--- src/hdl/swmc_pkg.sv ---
package swmc_pkg;
  localparam int unsigned DefMaxWindow = 256;
  localparam int unsigned DefSampleWidth = 32;
  localparam int unsigned CfgWidth = 9;
  localparam int unsigned MedianWidth = 32;
  localparam int unsigned CostWidth = 40;

  // Per-cell command broadcast along the chain.
  typedef struct packed {
    logic ins;
    logic rem;
  } cell_cmd_t;
endpackage

--- src/hdl/swmc_cell.sv ---
module swmc_cell
  import swmc_pkg::*;
#(
  parameter int unsigned SW = DefSampleWidth
) (
  input  logic                 clk_i,
  input  logic                 rst_ni,
  input  cell_cmd_t            cmd_i,
  input  logic signed [SW-1:0] ins_val_i,
  input  logic signed [SW-1:0] rem_val_i,
  input  logic                 is_first_i,
  input  logic signed [SW-1:0] left_val_i,
  input  logic                 left_vld_i,
  input  logic                 left_gt_i,
  input  logic signed [SW-1:0] right_val_i,
  input  logic                 right_vld_i,
  input  logic signed [SW-1:0] shift_val_i,
  input  logic                 shift_en_i,
  output logic signed [SW-1:0] val_o,
  output logic                 vld_o,
  output logic                 gt_o
);
  logic signed [SW-1:0] val_q, val_d;
  logic vld_q, vld_d;
  logic hit;

  // This cell holds a value greater than the new sample (or is empty).
  assign gt_o  = !vld_q || (val_q > ins_val_i);
  // The row is ascending, so the first cell at or above the removed value is
  // the match and every cell to its right moves left as well.
  assign hit   = !vld_q || (val_q >= rem_val_i);
  assign val_o = val_q;
  assign vld_o = vld_q;

  // Insert shifts right where greater; remove shifts left from the match on.
  always_comb begin
    val_d = val_q;
    vld_d = vld_q;
    if (shift_en_i) begin
      val_d = shift_val_i;
    end else if (cmd_i.ins && gt_o) begin
      if (is_first_i || !left_gt_i) begin
        val_d = ins_val_i;
        vld_d = 1'b1;
      end else begin
        val_d = left_val_i;
        vld_d = left_vld_i;
      end
    end else if (cmd_i.rem && hit) begin
      val_d = right_val_i;
      vld_d = right_vld_i;
    end
  end

  always_ff @(posedge clk_i or negedge rst_ni) begin
    if (!rst_ni) begin
      vld_q <= 1'b0;
    end else begin
      vld_q <= vld_d;
    end
  end

  always_ff @(posedge clk_i) begin
    val_q <= val_d;
  end
endmodule
--- config.mk ---
export PLATFORM = sky130hd
export DESIGN_NAME = swmc_cell
export DESIGN_NICKNAME = d
export VERILOG_FILES = /design/src/hdl/swmc_pkg.sv /design/src/hdl/swmc_cell.sv
export SDC_FILE = /design/constraint.sdc
export NUM_CORES = 1
export LEC_CHECK = 0
export ABC_AREA = 1
export BUFFER_PORTS_ARGS = -buffer_cell sky130_fd_sc_hd__buf_4
export CAP_MARGIN = 15
export CORE_ASPECT_RATIO = 0.9
export CORE_MARGIN = 4
export CORE_UTILIZATION = 35
export DETAILED_ROUTE_END_ITERATION = 6
export GPL_TIMING_DRIVEN = 0
export PLACE_DENSITY = 0.63
export SLEW_MARGIN = 10
export SYNTH_ARGS = -nofsm -noshare
export SYNTH_HDL_FRONTEND = slang
export SYNTH_SLANG_ARGS = --single-unit
--- constraint.sdc ---
create_clock -name clk_i -period 4 [get_ports clk_i]
set_input_delay 0.6 -clock clk_i [delete_from_list [all_inputs] [get_ports clk_i]]
set_output_delay 0.6 -clock clk_i [all_outputs]
set_load 0.01 [all_outputs]
==> impl_metrics.tcl, run 1 <==
set metrics [dict create \
    synth_edf_count 32 \
    hold_ws_ns 0.0924 \
    synth-seq-cells 33 \
    end_kind "output pin" \
    yosysUniqueCellTypes 28 \
    fmax_ghz 0.340 \
    ctsRootBufferMaster "clkbuf_16" \
    synth_top_family_by_area "simple AND/OR/NAND/NOR gates" \
    p_leak_nw 3.21 \
    clock_skew_ns 0.00605 \
    final_cell_count_no_fill 945 \
    synth_most_common_cell "nand2_1" \
    via_count 4619 \
    grt_pass1_vias 4836 \
    status "finished, final reports clean" \
    cts_buffer_depth 2 \
    drive_gt1_share_pct 27.9 \
    finalCritPeriodShare_pct 73.5 \
    synth_area_um2 3940 \
    finalHoldViolations 0 \
    yosysTopAreaCell "edfxtp_1" \
    path_cells "buf_4 -> inv_1 -> ha_1 -> a21o_1 -> o21ai_1 -> nand2_1 -> a21oi_1 -> nand2_1 -> nand2_1 -> nand3_2 -> nand2_4 -> buf_6 -> buf_4" \
    synth-xor-area-share_pct 0 \
    yosysTopAreaCellShare_pct 24.4 \
    port_buffers 200 \
    netlist_top_cells_count "168 x nand2_1, 86 x inv_1, 64 x ha_1, 57 x a21oi_1, 43 x nand3_1" \
    cp_max_fo 10 \
    period_minus_slack_ns 2.94 \
    wire_per_inst_um 15.4 \
    clk_pin_slew_ns 0.05 \
    fp.dieH_um 109 \
    drc 0 \
    grt_usage_pct 22.1 \
    insertedDiodeCount 0 \
    floorplan.die_area_um2 13000 \
    ir_drop_uv 154 \
    antenna_found_initial 0 \
    worstSetupPathType "in -> out" \
    tightest_slew_ns 0.614 \
    rsz0062_at_grt "false" \
    cp_common_cell "nand2_1" \
    synth_top_flop_cell "edfxtp_1" \
    syn_to_final_growth_pct 47.3 \
    syn-num-nets 817 \
    synth_compound_area_share_pct 17.2 \
    yosys-top-cells-area "edfxtp_1 24%, ha_1 20%, nand2_1 16%" \
    grt_pass1_wl_um 23100 \
    cts_buffers 5 \
    p_per_area_nw_per_um2 318 \
    clock_latency_ns 0.28 \
    num_rows 36 \
    cts_tree "yes" \
    viasPerCell 4.89 \
    clock_sinks 33 \
    die_x_um 120 \
    initial_core_util_pct 36.1 \
    crit_buf_inv 4 \
    min_path_type "in -> async" \
    worstPathArrival_ns 2.34 \
    cap_violations 0 \
    setup-tns-final_ns 0 \
    drtAntennaViolNets 0 \
    htreeDepth 2 \
    core_area_um2 10900 \
    routabilityCongestion 0.894 \
    crit_family "compound AO/OA/AOI/OAI gates" \
    dpl.hpwl_um 12000 \
    yosysWarnings 0 \
    drt_pass1_iterations 5 \
    crit_required_ns 3.40 \
    synth_area_per_cell_um2 6.75 \
    muxShareOfSynthArea_pct 0 \
    cts_hold_buf 0 \
    wl_um 14500 \
    io_pins 203 \
    cpPeakStageDelay_ns 0.25 \
    post_cts_resized 0 \
    grt_overflow_total 0 \
    detail_route.iter0.violations 316 \
    placedCellCount 937 \
    synthCells 584 \
    yosys.area_share.simple_pct 25.7 \
    grt_start_max_net_pins 21 \
    total_power_mw 1.84 \
    cts_setup_buffers 0 \
    final_nets 1025 \
    slew_violations 0 \
    async_reset_ff_share_pct 3.03 \
    synth_seq_area_share_pct 25.0 \
    final.setup.worst_slack_ns 1.06 \
    crit_path_start_kind "input port" \
    relSlewSlack_pct 59.0 \
    critPathSlowestCell "ha_1" \
    setup_viol 0 \
    pre_cts_ws_ns 0.806 \
    synthAdderAreaFrac_pct 20.3 \
]
==> final timing paths <==
path	slack (ns)	cells after the start	to	from
max	1.06	13	gt_o	ins_val_i[19]
min	0.09	1	vld_o	rst_ni
max reg2reg	1.13	13	val_o[18]	val_o[10]
min reg2reg	0.64	2	vld_o	vld_o
max in group asynchronous	3.82	1	vld_o	rst_ni
min in group clk_i	0.59	3	val_o[25]	shift_val_i[25]
==> worst reg2reg max path: stages (launching register included) <==
cell	delay, ns
edfxtp_1	0.50
ha_1	0.35
nand4_1	0.09
nor3_1	0.25
nand2_1	0.09
nand2_1	0.06
nand2_1	0.07
nand2_1	0.06
nand2_1	0.06
nand3_2	0.07
nand2_4	0.09
nand2_2	0.19
nand3_2	0.40
buf_16	0.33
==> where the power goes <==
| group | internal, mW | switching [mW] |
|---|---|---|
| Clock | 0.225 | 0.149 |
| Sequential | 0.469 | 0.0676 |
| Combinational | 0.436 | 0.496 |
==> metrics by stage <==
step | utilization [%] | area [um2]
2_1_floorplan | - | 3940
3_3_place_gp | 51.7 | 5630
3_5_place_dp | 52.0 | 5660
4_1_cts | 53.2 | 5800
5_1_grt | 53.2 | 5800
6_report | 53.2 | 5800
==> final cells by class <==
type | count | area (um2)
Sequential cell | 33 | 986
Clock buffer | 5 | 125
Clock inverter | 3 | 12.5
Timing Repair Buffer | 201 | 1530
Tap cell | 152 | 190
Multi-Input combinational cell | 437 | 2490
Fill cell | 1100 | 5100
Buffer | 26 | 135
Inverter | 88 | 330
==> layer usage <==
layer | global-route usage [%] | vias up | part of all wire [%]
li1 | - | 2358 | -
met1 | 27.3 | 2049 | 42
met2 | 39.3 | 202 | 47
met3 | 5.39 | 10 | 9.5
met4 | 5.15 | 0 | 1.2
met5 | 0 | - | 0
==> sequential cells by signal (all words and copies together) (netlist names) <==
name	cells
val_o	32
vld_o	1
==> layout by cell type, fill, tap and decap left out, types with 5 or more instances in the layout <==
| cell | synthesis | layout |
|---|---|---|
| nor2_1 | 14 | 14 |
| o21a_1 | 5 | 5 |
| ha_1 | 64 | 64 |
| clkbuf_1 | 16 | 16 |
| o21ai_0 | 37 | 37 |
| a21oi_1 | 57 | 57 |
| inv_1 | 86 | 86 |
| clkbuf_16 | 0 | 5 |
| buf_4 | 2 | 202 |
| nand2_1 | 168 | 168 |
| o21ai_1 | 28 | 28 |
| edfxtp_1 | 32 | 32 |
| nand3_1 | 43 | 42 |
| nand4_1 | 7 | 7 |
==> kinds of logic (layout without fill, tap and decap cells) <==
| family | after synthesis | in the layout |
|---|---|---|
| adder cells (fa/ha/maj) | 64 | 64 |
| flip-flops | 33 | 33 |
| AND/OR/NAND/NOR | 242 | 242 |
| AO/OA/AOI/OAI | 131 | 131 |
| buffers and inverters | 114 | 323 |
No activity file was read; power rests on OpenSTA's default activity.
==> run 2: changes to the inputs <==
ABC_AREA = 0   (was 1)
PLACE_DENSITY = 0.67   (was 0.63)
clock period = 2.5 ns   (was 4 ns; I/O delays follow)
==> run 2 against run 1 <==
Effect of this change: the run now ends with setup timing left; global-route usage is 1.2 points lower; routed wire length is 4.7% lower; flip-flop and latch count stayed put; critical path depth is 1 lower; via count is 9.4% lower; critical path type is now reg -> reg; critical endpoint is now val_o[13].
==> impl_metrics.tcl, run 2 <==
set metrics [dict create \
    status "complete, but fails checks" \
    violations "setup timing" \
    min_path_type "in -> reg" \
    async_reset_ff_share_pct 3.03 \
    grt_start_max_net_pins 17 \
    dpl_cell_area_um2 5470 \
    drc 0 \
    comb_power_share_pct 58.3 \
    p_sw_share_pct 38.3 \
    setup_viol 66 \
    rr_endpoint "val_o[13]" \
    placedCellCount 792 \
    pre_cts_ws_ns -0.651 \
    p_sw_mw 1.41 \
    dpl.hpwl_um 10900 \
    syn-num-nets 694 \
    wire_per_inst_um 16.9 \
    drive_gt1_share_pct 35.8 \
    r2r_setup_slack_ns -0.61 \
    yosysWarnings 0 \
    synthCells 461 \
    yosysTopAreaCellShare_pct 25.7 \
    clock_sinks 33 \
    grt_usage_pct 20.9 \
    num_rows 35 \
    cts_tree "yes" \
    relSlewSlack_pct 57.8 \
    slew_violations 0 \
    final_cell_count_no_fill 819 \
    die_x_um 117 \
    final_nets 923 \
    finalCritPeriodShare_pct 124 \
    drtAntennaViolNets 0 \
    whs_path_depth 3 \
    cp_max_fo 10 \
    synth_top_flop_cell "edfxtp_1" \
    p_seq_share_pct 26.0 \
    synth_most_common_cell "nand2_1" \
    ctsRootBufferMaster "clkbuf_16" \
    htreeDepth 2 \
    r2r-start "val_o[26]" \
    synth-seq-cells 33 \
    tightest_slew_ns 0.633 \
    clock_skew_ns 0.00530 \
    cts_buffer_depth 2 \
    min_from "right_vld_i" \
    rsz0062_at_grt "true" \
    antenna_found_initial 0 \
    end_kind "flop" \
    cts_buffers 5 \
    ir_drop_uv 313 \
    power.share.clock_pct 15.7 \
    synth_seq_area_share_pct 26.4 \
    yosysTopAreaCell "edfxtp_1" \
    final.setup.worst_slack_ns -0.608 \
    core_area_um2 10300 \
    fp.dieH_um 106 \
    final_area_um2 5880 \
    grt_pass1_vias 4175 \
    period_minus_slack_ns 3.11 \
    port_buffers 202 \
    layout_common_cells "214 x buf_4, 79 x nand2_1, 67 x inv_1" \
    rr_worst_depth 12 \
    crit_buf_inv 3 \
    final_common_cell "buf_4" \
    netlist_top_cells_count "80 x nand2_1, 67 x inv_1, 64 x ha_1, 46 x o21ai_0, 33 x mux2i_1" \
    wl_um 13800 \
    synth_edf_count 32 \
    insertedDiodeCount 0 \
    worstPathArrival_ns 3.11 \
    finalHoldViolations 0 \
    p_int_mw 2.28 \
    syn_to_final_growth_pct 57.2 \
    p_per_area_nw_per_um2 628 \
    routabilityCongestion 0.825 \
    cpPeakStageDelay_ns 0.40 \
    yosys-top-cells-area "edfxtp_1 26%, ha_1 21%, mux2i_1 8.8%" \
    via_count 4186 \
    cap_violations 0 \
    path_cells "ha_1 -> nand4_1 -> nor4_2 -> nand2_1 -> buf_4 -> o311a_4 -> a22o_1 -> a211oi_2 -> buf_6 -> buf_12 -> mux2i_1 -> o21ai_1" \
    crit_path_start_kind "flop" \
    initial_core_util_pct 36.2 \
    detail_route.iter0.violations 234 \
    floorplan.die_area_um2 12400 \
    p_leak_nw 3.06 \
    min_to "vld_o" \
    drt_pass1_iterations 4 \
    grt_overflow_total 0 \
    fmax_ghz 0.322 \
    crit_family "compound AO/OA/AOI/OAI gates" \
    num-fill-cells 945 \
    worstSetupPathType "reg -> reg" \
    clock_latency_ns 0.27 \
    largest_register_ff_count 32 \
    synth_area_um2 3740 \
    yosysUniqueCellTypes 40 \
    synth_area_per_cell_um2 8.11 \
    clk_pin_slew_ns 0.05 \
    fin_util_pct 56.9 \
    grt_pass1_wl_um 20400 \
    io_pins 203 \
    hold_ws_ns 0.363 \
    critPathSlowestCell "edfxtp_1" \
    viasPerCell 5.11 \
    crit_required_ns 2.51 \
]
## run 2: changes by cell type after synthesis, sizes merged, moves of 6 or more
cell,delta
nand2,-90
nand3,-39
mux2i,+33
a21oi,-26
inv,-20
o21ai,+9
buf,-6
## run 2: cells by family after synthesis
logic type | after synthesis | synth area share (%)
buf+inv | 85 | 10.5
fa+ha+maj | 64 | 21.4
xor+xnor | 1 | 0.234
simple gates | 122 | 14.5
compound gates | 122 | 17.8
mux | 34 | 9.14
flops | 33 | 26.4
## run 2: worst max path at each step
stage / from / endpoint / slack [ns] / cells after the start
final: val_o[26] / val_o[13] / -0.61 / 12
after global routing: val_o[27] / val_o[29] / -0.77 / 12
after CTS: val_o[27] / val_o[6] / -0.63 / 12
after detailed placement: ins_val_i[26] / val_o[15] / -0.65 / 12
after global placement: ins_val_i[26] / val_o[15] / -0.63 / 12
after floorplan: val_o[11] / val_o[24] / -0.30 / 10
## run 2: layer usage
layer  track usage, %  up-vias  wire [um]
met5                0        -          0
met4             5.32        0        244
met3             2.33       22        847
met2             34.3      138       6510
met1             29.0     1946       6230
li1                 -     2080          -
## run 2: metrics by stage
| stage | power [mW] | TNS (ns) |
|---|---|---|
| global placement | 2.79 | -38.96 |
| CTS | 3.55 | -37.64 |
| global route | 3.96 | -45.51 |
| floorplan | 2.06 | -17.20 |
| finish | 3.69 | -35.58 |
| detailed placement | 2.85 | -40.78 |
## run 2: tightest hold or removal path, delay by kind of cell
family / cells / cell delay (ns)
AOI/OAI and AO/OA: 1 / 0.11
buffers and inverters: 1 / 0.07
and+or+nand+nor: 1 / 0.03
## run 2: power by group through the flow
stage	clock (mW)	sequential, mW	combinational, mW
floorplan	0	1.00	1.06
global placement	0	0.971	1.82
detailed placement	0	0.982	1.87
CTS	0.598	0.959	1.99
global route	0.621	0.977	2.36
finish	0.578	0.959	2.15
## run 2: final cells by class
class / count / area [um2] / share of cell area [%]
buffer: 18 / 143 / 2.43
clock buffer: 6 / 129 / 2.19
clock inverter: 1 / 3.75 / 0.0639
inverter: 67 / 251 / 4.28
multi-input combinational: 346 / 2520 / 42.8
sequential: 33 / 986 / 16.8
tap: 129 / 161 / 2.75
timing repair buffer: 219 / 1690 / 28.7
## run 2: repair_timing
action                     in CTS  in global routing
setup endpoints to repair      66                 66
pin swaps                       3                  4
hold buffers                    1                  0
setup buffers                   9                  6
gates resized for setup         6                  9
cloned                          2                  2
hold endpoints to repair        1                  0
==> run 3: changes to the inputs <==
ABC_AREA = 1   (was 0)
PLACE_DENSITY = 0.66   (was 0.67)
==> run 3 against run 2 <==
Effect of this change: clock-buffer cell count is the same; register-to-register slack gained 0.59 ns; largest power group unchanged; combinational power shrank 15%; global-route usage grew 1.4 points; worst hold slack gained 0.0065 ns; first-iteration DRC count grew 35%; worst setup slack gained 0.56 ns; highest routed layer unchanged; the flow still finishes with violations (setup timing); sequential power shrank 11%; sequential share of layout area shrank 1.2 points.
==> impl_metrics.tcl, run 3 (synthesis gave the netlist of run 1 again) <==
set metrics [dict create \
    min_path_type "in -> reg" \
    cp_max_fo 3 \
    r2r-start "val_o[21]" \
    cts_buffer_depth 2 \
    via_count 4853 \
    die_x_um 120 \
    rr_endpoint "val_o[20]" \
    core_area_um2 10900 \
    syn_to_final_growth_pct 60.5 \
    io_pins 203 \
    worstPathArrival_ns 2.17 \
    cts_buffers 5 \
    setup_viol 2 \
    min_to "val_o[30]" \
    period_minus_slack_ns 2.54 \
    layout_common_cells "235 x buf_4, 162 x nand2_1, 86 x inv_1" \
    fmax_ghz 0.393 \
    clock_latency_ns 0.28 \
    grt_usage_pct 22.3 \
    drt_pass1_iterations 5 \
    critPathSlowestCell "edfxtp_1" \
    p_leak_nw 3.42 \
    cpPeakStageDelay_ns 0.43 \
    p_sw_share_pct 38.5 \
    p_per_area_nw_per_um2 518 \
    num-fill-cells 1058 \
    clock_skew_ns 0.00884 \
    initial_core_util_pct 36.1 \
    grt_overflow_total 0 \
    path_cells "ha_4 -> nand2_2 -> nor2_4 -> nand4_1 -> nor2_4 -> buf_4 -> nand4_1 -> nand3_2 -> nand2_4 -> buf_8 -> buf_6" \
    crit_path_start_kind "flop" \
    power.share.clock_pct 18.2 \
    largest_register_ff_count 32 \
    wl_um 15300 \
    status "complete, but fails checks" \
    grt_pass1_wl_um 23000 \
    num_rows 36 \
    drtAntennaViolNets 0 \
    end_kind "output pin" \
    clock_sinks 33 \
    comb_power_share_pct 55.8 \
    final_nets 1063 \
    ctsRootBufferMaster "clkbuf_16" \
    relSlewSlack_pct 46.3 \
    ir_drop_uv 246 \
    grt_pass1_vias 4724 \
    viasPerCell 4.94 \
    insertedDiodeCount 0 \
    clk_pin_slew_ns 0.06 \
    cts_tree "yes" \
    p_sw_mw 1.26 \
    routabilityCongestion 0.863 \
    violations "setup timing" \
    rsz0062_at_grt "true" \
    r2r_setup_slack_ns -0.02 \
    detail_route.iter0.violations 315 \
    floorplan.die_area_um2 13000 \
    drc 0 \
    p_int_mw 2.01 \
    hold_ws_ns 0.369 \
    min_from "shift_val_i[30]" \
    slew_violations 0 \
    tightest_slew_ns 0.806 \
    antenna_found_initial 0 \
    finalCritPeriodShare_pct 102 \
    htreeDepth 2 \
    p_seq_share_pct 25.9 \
    crit_required_ns 2.12 \
    worstSetupPathType "reg -> out" \
    fp.dieH_um 109 \
    final_common_cell "buf_4" \
    pre_cts_ws_ns -0.444 \
    port_buffers 200 \
    drive_gt1_share_pct 34.2 \
    grt_start_max_net_pins 12 \
    finalHoldViolations 0 \
    wire_per_inst_um 15.6 \
    rr_worst_depth 13 \
    cap_violations 0 \
    final.setup.worst_slack_ns -0.0438 \
    whs_path_depth 3 \
    dpl.hpwl_um 12000 \
]
[run 3: cell types whose count changed in the layout (fill, tap and decap cells not counted), moves of 8 or more]
| cell | change |
|---|---|
| a21oi_1 | +18 |
| a21oi_2 | +8 |
| buf_4 | +21 |
| inv_1 | +19 |
| mux2i_1 | -30 |
| nand2_1 | +83 |
| nand3_1 | +35 |
[run 3: critical path: cells and delay by family, from the launching register on]
family        cells  cell delay (ns)
fa+ha+maj         1             0.30
buf+inv           3             0.37
flops             1             0.43
simple gates      7             0.79
[run 3: layout make-up]
class	instances	area, um2	area share, %
Clock buffer	6	129	2.04
Sequential cell	33	986	15.6
Inverter	88	330	5.22
Clock inverter	1	3.75	0.0594
Buffer	26	146	2.32
Tap cell	152	190	3.01
Multi-Input combinational cell	438	2710	42.9
Timing Repair Buffer	238	1830	28.9
[run 3: through the flow]
step	std cells	instance area, um2	util (%)	total power [mW]	setup TNS, ns
final	982	6320	58.0	3.28	-0.0588
after global routing	982	6320	58.0	3.51	-4.80
after CTS	964	6060	55.6	3.12	-0.0160
after detailed placement	936	5640	51.8	2.35	-14.80
after global placement	936	5640	51.8	2.31	-13.16
after floorplan	584	3950	-	1.70	0
[run 3: repair_timing]
item | CTS | global route
hold endpoints to repair | 1 | 0
setup endpoints to repair | 33 | 66
cloned | 1 | 1
hold buffers | 1 | 0
resized for setup | 18 | 23
pin swaps | 22 | 17
setup buffers | 19 | 17
[run 3: worst max-delay path by stage]
stage                             start        end  slack (ns)  cells after the start
after floorplan               val_o[19]   val_o[0]        0.18                     10
after global placement    ins_val_i[19]  val_o[23]       -0.41                     12
after detailed placement  ins_val_i[31]  val_o[19]       -0.44                     12
after CTS                      val_o[9]       gt_o       -0.02                     12
after global routing          val_o[21]       gt_o       -0.13                     11
final                         val_o[21]       gt_o       -0.04                     11
[run 3: metal layers]
layer  part of all wire (%)  vias to the layer above  global-route usage, %
met2                     47                      197                   38.5
met5                      0                        -                      0
met4                    1.2                        0                   5.15
met3                    8.5                       16                   6.64
met1                     43                     2209                   27.7
li1                       -                     2431                      -
[run 3: power groups by stage]
stage               registers [mW]  logic (mW)  clock network [mW]
finish                       0.849        1.83               0.598
global route                 0.864        2.03               0.617
CTS                          0.856        1.66               0.605
detailed placement           0.870        1.48                   0
global placement             0.866        1.45                   0
floorplan                    0.889       0.807                   0
